$ cat config.mk
export PLATFORM = sky130hd
export DESIGN_NAME = utf16_to_utf8_transcoder_top
export DESIGN_NICKNAME = d
export VERILOG_FILES = /design/src/u16u8_pkg.sv /design/src/u16u8_front.sv /design/src/u16u8_queue.sv /design/src/u16u8_back.sv /design/src/utf16_to_utf8_transcoder_top.sv
export VERILOG_INCLUDE_DIRS = /design/src /design/src/src
export SDC_FILE = /design/constraint.sdc
export NUM_CORES = 1
export LEC_CHECK = 0
export BUFFER_PORTS_ARGS = -buffer_cell sky130_fd_sc_hd__buf_4
export CAP_MARGIN = 20
export CORE_AREA = 5 5 113 115
export CTS_CLUSTER_SIZE = 24
export DETAILED_ROUTE_END_ITERATION = 16
export DIE_AREA = 0 0 118 120
export PLACE_DENSITY = 0.59
export SYNTH_ARGS = -nofsm -noshare
export SYNTH_HDL_FRONTEND = slang
export SYNTH_SLANG_ARGS = --single-unit
export TNS_END_PERCENT = 100
$ cat constraint.sdc
create_clock -name clk -period 6.2 [get_ports clk]
set_clock_uncertainty 0.2 [all_clocks]
set_input_delay 0.31 -clock clk [delete_from_list [all_inputs] [get_ports clk]]
set_output_delay 0.31 -clock clk [all_outputs]
set_load 0.005 [all_outputs]
$ cat src/utf16_to_utf8_transcoder_top_macros.svh
// assertion macros shared by the transcoder modules
`ifndef UTF16_TO_UTF8_TRANSCODER_TOP_MACROS_SVH
`define UTF16_TO_UTF8_TRANSCODER_TOP_MACROS_SVH

// same-cycle implication, sampled on clk, off while rst_n is low
`define U16U8_ASSERT(label, ante, cons, msg) \
  label: assert property (@(posedge clk) disable iff (!rst_n) (ante) |-> (cons)) \
    else $error(msg);

// next-cycle implication, sampled on clk, off while rst_n is low
`define U16U8_ASSERT_NEXT(label, ante, cons, msg) \
  label: assert property (@(posedge clk) disable iff (!rst_n) (ante) |=> (cons)) \
    else $error(msg);

`endif

$ cat src/u16u8_pkg.sv
// types, constants and the byte encoder of the utf-16 to utf-8 transcoder
package u16u8_pkg;

  // surrogate tags in code unit bits [15:10]
  localparam logic [5:0] HI_SUR_TAG = 6'h36;
  localparam logic [5:0] LO_SUR_TAG = 6'h37;

  // utf-8 lead and continuation prefixes
  localparam logic [7:0] LEAD_2 = 8'hC0;
  localparam logic [7:0] LEAD_3 = 8'hE0;
  localparam logic [7:0] LEAD_4 = 8'hF0;
  localparam logic [7:0] CONT   = 8'h80;

  // supplementary plane offset
  localparam logic [20:0] SUPP_BASE = 21'h10000;

  // byte count codes, stored as count minus one
  localparam logic [1:0] NB_1 = 2'd0;
  localparam logic [1:0] NB_2 = 2'd1;
  localparam logic [1:0] NB_3 = 2'd2;
  localparam logic [1:0] NB_4 = 2'd3;

  typedef struct packed {
    logic [15:0] code_unit;
    logic        last_unit;
  } in_item_t;

  typedef struct packed {
    logic [7:0] out_byte;
    logic       run_last;
    logic       string_end;
    logic       error;
  } out_item_t;

  // one queued job: the bytes of a code point or one error
  typedef struct packed {
    logic [3:0][7:0] bytes;
    logic [1:0]      nbytes_m1;
    logic            last;
    logic            err;
  } job_t;

  // build the utf-8 bytes of one code point
  function automatic job_t encode_cp(logic [20:0] cp, logic last);
    job_t j;
    j.bytes     = '0;
    j.last      = last;
    j.err       = 1'b0;
    if (cp < 21'h80) begin
      j.nbytes_m1 = NB_1;
      j.bytes[0]  = cp[7:0];
    end else if (cp < 21'h800) begin
      j.nbytes_m1 = NB_2;
      j.bytes[0]  = LEAD_2 | {3'b0, cp[10:6]};
      j.bytes[1]  = CONT | {2'b0, cp[5:0]};
    end else if (cp < SUPP_BASE) begin
      j.nbytes_m1 = NB_3;
      j.bytes[0]  = LEAD_3 | {4'b0, cp[15:12]};
      j.bytes[1]  = CONT | {2'b0, cp[11:6]};
      j.bytes[2]  = CONT | {2'b0, cp[5:0]};
    end else begin
      j.nbytes_m1 = NB_4;
      j.bytes[0]  = LEAD_4 | {5'b0, cp[20:18]};
      j.bytes[1]  = CONT | {2'b0, cp[17:12]};
      j.bytes[2]  = CONT | {2'b0, cp[11:6]};
      j.bytes[3]  = CONT | {2'b0, cp[5:0]};
    end
    return j;
  endfunction

  // one error job, which always closes the string
  function automatic job_t error_job();
    job_t j;
    j.bytes     = '0;
    j.nbytes_m1 = NB_1;
    j.last      = 1'b1;
    j.err       = 1'b1;
    return j;
  endfunction

endpackage

$ cat src/u16u8_front.sv
// front end: accepts code units, tracks surrogates and failed strings, builds jobs
module u16u8_front (
  input  logic                clk,
  input  logic                rst_n,
  input  logic                in_valid,
  output logic                in_ready,
  input  u16u8_pkg::in_item_t in_item,
  output logic                push_valid,
  input  logic                push_ready,
  output u16u8_pkg::job_t     push_job
);

  logic       pending_r, pending_nxt;
  logic       failed_r, failed_nxt;
  logic [9:0] hi_bits_r, hi_bits_nxt;
  logic       accept;
  logic       is_hi, is_lo;
  logic [20:0] pair_cp;

  assign in_ready = push_ready;
  assign accept   = in_valid && push_ready;
  assign is_hi    = (in_item.code_unit[15:10] == u16u8_pkg::HI_SUR_TAG);
  assign is_lo    = (in_item.code_unit[15:10] == u16u8_pkg::LO_SUR_TAG);
  assign pair_cp  = {1'b0, hi_bits_r, in_item.code_unit[9:0]} + u16u8_pkg::SUPP_BASE;

  // classify the unit and update surrogate state
  always_comb begin
    pending_nxt = pending_r;
    failed_nxt  = failed_r;
    hi_bits_nxt = hi_bits_r;
    push_valid  = 1'b0;
    push_job    = u16u8_pkg::encode_cp({5'b0, in_item.code_unit}, in_item.last_unit);
    if (accept) begin
      priority if (failed_r) begin
        if (in_item.last_unit) begin
          failed_nxt  = 1'b0;
          pending_nxt = 1'b0;
          hi_bits_nxt = '0;
        end
      end else if (pending_r) begin
        pending_nxt = 1'b0;
        hi_bits_nxt = '0;
        push_valid  = 1'b1;
        if (is_lo) begin
          push_job = u16u8_pkg::encode_cp(pair_cp, in_item.last_unit);
        end else begin
          push_job   = u16u8_pkg::error_job();
          failed_nxt = !in_item.last_unit;
        end
      end else if (is_hi && !in_item.last_unit) begin
        pending_nxt = 1'b1;
        hi_bits_nxt = in_item.code_unit[9:0];
      end else if (is_hi || is_lo) begin
        push_valid = 1'b1;
        push_job   = u16u8_pkg::error_job();
        failed_nxt = !in_item.last_unit;
      end else begin
        push_valid = 1'b1;
      end
    end
  end

  always_ff @(posedge clk) begin
    if (!rst_n) begin
      pending_r <= 1'b0;
      failed_r  <= 1'b0;
      hi_bits_r <= '0;
    end else begin
      pending_r <= pending_nxt;
      failed_r  <= failed_nxt;
      hi_bits_r <= hi_bits_nxt;
    end
  end

  `include "utf16_to_utf8_transcoder_top_macros.svh"

  `U16U8_ASSERT(a_pend_fail_excl, pending_r, !failed_r, "surrogate pending in a failed string")
  `U16U8_ASSERT_NEXT(a_last_clears, accept && in_item.last_unit, !failed_r && !pending_r, "state kept past last unit")

endmodule

$ cat src/u16u8_queue.sv
// short job queue between front and back
module u16u8_queue #(
  parameter int DEPTH = 2
) (
  input  logic            clk,
  input  logic            rst_n,
  input  logic            push_valid,
  output logic            push_ready,
  input  u16u8_pkg::job_t push_job,
  output logic            head_valid,
  input  logic            pop,
  output u16u8_pkg::job_t head_job
);

  localparam int PW = (DEPTH > 1) ? $clog2(DEPTH) : 1;
  localparam int CW = $clog2(DEPTH + 1);
  localparam logic [PW-1:0] LAST_PTR = PW'(DEPTH - 1);
  localparam logic [CW-1:0] FULL_CNT = CW'(DEPTH);

  u16u8_pkg::job_t entry_r [DEPTH];
  logic [PW-1:0]   wr_ptr_r, wr_ptr_nxt;
  logic [PW-1:0]   rd_ptr_r, rd_ptr_nxt;
  logic [CW-1:0]   count_r, count_nxt;
  logic            do_push, do_pop;

  assign push_ready = (count_r != FULL_CNT);
  assign head_valid = (count_r != '0);
  assign head_job   = entry_r[rd_ptr_r];
  assign do_push    = push_valid && push_ready;
  assign do_pop     = pop && head_valid;

  // pointer and fill count update
  always_comb begin
    wr_ptr_nxt = wr_ptr_r;
    rd_ptr_nxt = rd_ptr_r;
    count_nxt  = count_r;
    if (do_push) begin
      wr_ptr_nxt = (wr_ptr_r == LAST_PTR) ? '0 : wr_ptr_r + 1'b1;
    end
    if (do_pop) begin
      rd_ptr_nxt = (rd_ptr_r == LAST_PTR) ? '0 : rd_ptr_r + 1'b1;
    end
    if (do_push && !do_pop) begin
      count_nxt = count_r + 1'b1;
    end else if (do_pop && !do_push) begin
      count_nxt = count_r - 1'b1;
    end
  end

  always_ff @(posedge clk) begin
    if (!rst_n) begin
      wr_ptr_r <= '0;
      rd_ptr_r <= '0;
      count_r  <= '0;
    end else begin
      wr_ptr_r <= wr_ptr_nxt;
      rd_ptr_r <= rd_ptr_nxt;
      count_r  <= count_nxt;
    end
  end

  // entry storage
  always_ff @(posedge clk) begin
    if (do_push) begin
      entry_r[wr_ptr_r] <= push_job;
    end
  end

  `include "utf16_to_utf8_transcoder_top_macros.svh"

  `U16U8_ASSERT(a_count_bound, 1'b1, count_r <= FULL_CNT, "queue count above depth")

endmodule

$ cat src/u16u8_back.sv
// back end: walks the bytes of the head job into the output register
module u16u8_back (
  input  logic                 clk,
  input  logic                 rst_n,
  input  logic                 head_valid,
  input  u16u8_pkg::job_t      head_job,
  output logic                 pop,
  output logic                 out_valid,
  input  logic                 out_ready,
  output u16u8_pkg::out_item_t out_item
);

  logic                 out_valid_r, out_valid_nxt;
  u16u8_pkg::out_item_t out_item_r, out_item_nxt;
  logic [1:0]           idx_r, idx_nxt;
  logic                 load, at_end;

  assign load      = head_valid && (!out_valid_r || out_ready);
  assign at_end    = (idx_r == head_job.nbytes_m1);
  assign pop       = load && at_end;
  assign out_valid = out_valid_r;
  assign out_item  = out_item_r;

  // pick the next byte of the head job
  always_comb begin
    out_item_nxt.out_byte   = head_job.bytes[idx_r];
    out_item_nxt.run_last   = at_end;
    out_item_nxt.string_end = at_end && head_job.last;
    out_item_nxt.error      = head_job.err;
    idx_nxt       = idx_r;
    out_valid_nxt = out_valid_r && !out_ready;
    if (load) begin
      out_valid_nxt = 1'b1;
      idx_nxt       = at_end ? '0 : idx_r + 1'b1;
    end
  end

  always_ff @(posedge clk) begin
    if (!rst_n) begin
      out_valid_r <= 1'b0;
      idx_r       <= '0;
    end else begin
      out_valid_r <= out_valid_nxt;
      idx_r       <= idx_nxt;
    end
  end

  always_ff @(posedge clk) begin
    if (load) begin
      out_item_r <= out_item_nxt;
    end
  end

  `include "utf16_to_utf8_transcoder_top_macros.svh"

  `U16U8_ASSERT(a_err_closes, out_valid_r && out_item_r.error, out_item_r.run_last && out_item_r.string_end && (out_item_r.out_byte == 8'h00), "error item not closing string")
  `U16U8_ASSERT(a_idx_bound, head_valid, idx_r <= head_job.nbytes_m1, "byte index past job length")

endmodule

$ cat src/utf16_to_utf8_transcoder_top.sv
// top level of the utf-16 to utf-8 transcoder
// Usage:
//   in channel  : in_valid/in_ready carry one UTF-16 code unit and a last-unit
//                 flag per item.
//   out channel : out_valid/out_ready carry one UTF-8 byte per item, with
//                 run_last, string_end and error flags.
//   A code point gives 1 to 4 output items; a high surrogate waits for its low
//   half and gives none; a malformed surrogate sequence gives one error item
//   that ends the string, and later units up to the last-unit flag give none.
// Order: an accepted item's job is written into the job queue, and its first
//   byte is then loaded into the output register once that register is free.
// Throughput: one input item per cycle while results are single bytes and the
//   receiver does not stall; the N bytes of a code point are drained by the back
//   end, one byte per cycle from the job queue while the receiver takes them.
// Reset (rst_n low, synchronous) clears surrogate and failed-string state,
//   empties the queue and drops out_valid.
// When the receiver stalls, the output item holds, the queue fills
//   (QUEUE_DEPTH jobs), then in_ready falls until bytes drain.
module utf16_to_utf8_transcoder_top #(
  parameter int QUEUE_DEPTH = 2
) (
  input  logic                 clk,
  input  logic                 rst_n,
  input  logic                 in_valid,
  output logic                 in_ready,
  input  u16u8_pkg::in_item_t  in_item,
  output logic                 out_valid,
  input  logic                 out_ready,
  output u16u8_pkg::out_item_t out_item
);

  logic            push_valid, push_ready;
  u16u8_pkg::job_t push_job;
  logic            head_valid, pop;
  u16u8_pkg::job_t head_job;

  // classify units
  u16u8_front u_front (
    .clk        (clk),
    .rst_n      (rst_n),
    .in_valid   (in_valid),
    .in_ready   (in_ready),
    .in_item    (in_item),
    .push_valid (push_valid),
    .push_ready (push_ready),
    .push_job   (push_job)
  );

  // job queue
  u16u8_queue #(
    .DEPTH (QUEUE_DEPTH)
  ) u_queue (
    .clk        (clk),
    .rst_n      (rst_n),
    .push_valid (push_valid),
    .push_ready (push_ready),
    .push_job   (push_job),
    .head_valid (head_valid),
    .pop        (pop),
    .head_job   (head_job)
  );

  // emit bytes
  u16u8_back u_back (
    .clk        (clk),
    .rst_n      (rst_n),
    .head_valid (head_valid),
    .head_job   (head_job),
    .pop        (pop),
    .out_valid  (out_valid),
    .out_ready  (out_ready),
    .out_item   (out_item)
  );

endmodule

==> impl_metrics.json <==
{
  "dr_total_vias": 3008,
  "maxCapViolations": 0,
  "cp_cell_sequence": "ha_1 > nor2_1 > o211a_1 > nand2_1 > o21bai_1 > a221o_1",
  "synthFlopType": "edfxtp_1",
  "status": "finished clean",
  "drc": 0,
  "detail-route-antenna-nets": 0,
  "finalNetCount": 408,
  "layout_common_cells": "75 x edfxtp_1, 37 x buf_4, 24 x nor2_1, 22 x a21oi_1, 21 x nand2_1",
  "wl_per_cell_um": 19.23,
  "core_mm2": 0.01171,
  "ctsHoldBuffers": 1,
  "drt-vias-per-instance": 5.601,
  "dp_slack_ps": 3410,
  "grt_first_pass_wirelength_mm": 16.64,
  "gp_congestion": 0.9229,
  "final_cell_area_mm2": 0.005186,
  "min_period_ps": 2850,
  "arrival_ps": 2850,
  "grtUsageTotal_pct": 15.05,
  "required_ps": 6200,
  "end_kind": "flip-flop",
  "syn_area_mm2": 0.004517,
  "diodes": 0,
  "htree_levels": 3,
  "drt-total-wl_mm": 10.33,
  "cpPeakStageDelay_ps": 600,
  "fmax_mhz": 350.8,
  "synth_area_leaders": "edfxtp_1 50%, dfxtp_1 8.9%, mux4_2 6.5%",
  "relSlewSlack_pct": 37.75,
  "swShare_pct": 26.90,
  "synth-warning-count": 0,
  "min_path_type": "in2reg",
  "grt_pass1_vias": 2948,
  "synth_area_leader_cell": "edfxtp_1",
  "drive_gt1_share_pct": 21.54,
  "async_reset_ff_share_pct": 0,
  "yosysSeqAreaShare_pct": 58.73,
  "p_comb_share_pct": 20.9,
  "overflow": 0,
  "timing.hold.ws_ps": 84.50,
  "initial_core_util_pct": 38.57,
  "fin_crit_sh_pct": 45.97,
  "path_max_fanout": 11,
  "cts_buffer_depth": 2,
  "dieArea_mm2": 0.01416,
  "drv_slew": 0,
  "synth_edf_count": 75,
  "critPathLaunch": "u_front.hi_bits_r[6]",
  "dpl_cell_area_mm2": 0.004908,
  "switching_power_mw": 0.4760,
  "die_y_um": 120,
  "final_common_cell": "edfxtp_1",
  "hold_violations": 0,
  "drt_pass1_iterations": 5,
  "cts_resized": 0,
  "rsz0062_at_grt": "no",
  "io_pins": 34,
  "setup_viol": 0,
  "powerDensity_mw_per_mm2": 341.2,
  "synth_top_cell_area_share_pct": 49.86,
  "antenna_found_initial": 0,
  "fin_setup_tns_ps": 0,
  "p_int_mw": 1.294,
  "reg2reg_from": "u_front.hi_bits_r[6]",
  "final_cells": 537,
  "cts_root_buf": "clkbuf_16",
  "synth-seq-cells": 95,
  "postLayoutCoreUtil_pct": 44.28,
  "tightestPinTransition_ps": 932.5,
  "syn_nets": 376,
  "pwr-share-seq_pct": 50.6,
  "hp-start": "rst_n",
  "grt_max_degree": 33,
  "crit_buf_inv": 0,
  "path_clk_slew_ps": 60,
  "ff_latch_area_mm2": 0.002653,
  "numCtsBuffers": 9,
  "insertion_delay_ps": 340,
  "dp_hpwl_mm": 7.247,
  "drtIter0Drc": 283,
  "cts.sinks": 95,
  "crit_type": "reg2reg",
  "dp_cells": 520,
  "worst_slack_ps": 3350,
  "ir_drop_mv": 0.1380,
  "postCtsSetupBuffers": 0,
  "die_w_um": 118,
  "crit_path_start_kind": "flip-flop",
  "synth_area_per_cell_um2": 12.80,
  "multi_input_area_mm2": 0.001764,
  "path_delay_family": "compound AO/OA/AOI/OAI gates",
  "fin_total_pwr_mw": 1.769,
  "cp_slowest_cell": "o21bai_1",
  "synthCells": 353,
  "yosys.cell_types.count": 56,
  "rows": 40,
  "fill_cells": 1092,
  "power.leakage_nw": 1.746,
  "port_buffers": 33,
  "clkPwrFrac_pct": 28.5,
  "areaGrowthSynthToFinish_pct": 14.82,
  "cts_tree": "yes"
}
registers in the layout, summed over array words and instances (netlist names), named ones only:
register,cells
u_queue.wr_ptr_r,1
u_back.idx_r,2
u_back.out_valid,1
u_front.pending_r,1
u_back.out_item,11
u_front.hi_bits_r,10
u_front.failed_r,1
u_queue.count_r,2
u_queue.entry_r,64
u_queue.rd_ptr_r,1
worst register-to-register path: cells and delay by family, from the launching register on:
kind	cells	cell delay [ps]
AO/OA/AOI/OAI	3	1250
flip-flops	1	510
AND/OR/NAND/NOR	2	380
adder cells (fa/ha/maj)	1	370
cell type report:
cell class                      count  share of cell area [%]
Tap cell                          147                   3.546
Clock buffer                       11                   4.487
Inverter                            5                  0.3619
Clock inverter                      5                  0.6755
Timing Repair Buffer               39                   5.766
Sequential cell                    95                   51.15
Multi-Input combinational cell    235                   34.02
synthesized netlist by cell type (all sizes together), types with 5 or more instances:
cell	number
nor3	6
nand3	19
and2	11
nand2b	12
a21oi	22
o21ai	8
nor2	24
o22ai	7
mux4	13
mux2	9
xor2	5
dfxtp	20
buf	7
a22o	7
nor2b	5
clkbuf	11
o211ai	8
mux2i	7
nand2	23
edfxtp	75
kinds of logic (layout without fill, tap and decap cells):
group	Yosys count	after routing	share of synthesized area, %
DFF	95	95	58.73
and+or+nand+nor	118	118	14.90
AOI/OAI and AO/OA	78	78	11.72
muxes	29	29	10.28
buffers and inverters	23	60	2.271
adders and majority gates	2	2	0.5539
xor gates and xnor gates	8	8	1.551
power groups by stage:
stage | Clock, mW | Combinational [mW] | Sequential (mW)
after floorplan | 0 | 0.234 | 0.884
after global placement | 0 | 0.361 | 0.906
after detailed placement | 0 | 0.376 | 0.912
after CTS | 0.514 | 0.378 | 0.898
after global routing | 0.549 | 0.411 | 0.908
final | 0.504 | 0.370 | 0.896
worst paths after layout:
check / to / slack, ps / cells past startpoint
setup / recovery: u_queue.entry_r[0][13] / 3350 / 6
hold / removal: u_back.idx_r[1] / 80 / 3
setup reg to reg: u_queue.entry_r[0][13] / 3350 / 6
hold reg to reg: u_front.hi_bits_r[5] / 310 / 2
routing by layer:
metal	GRT usage (%)	part of all wire [%]	vias to the layer above
li1	-	-	1427
met4	5.018	2.0	0
met1	20.41	45	1478
met2	24.75	49	82
met5	0	0	-
met3	2.309	4.0	21
Power figures use the tool's default switching activity.
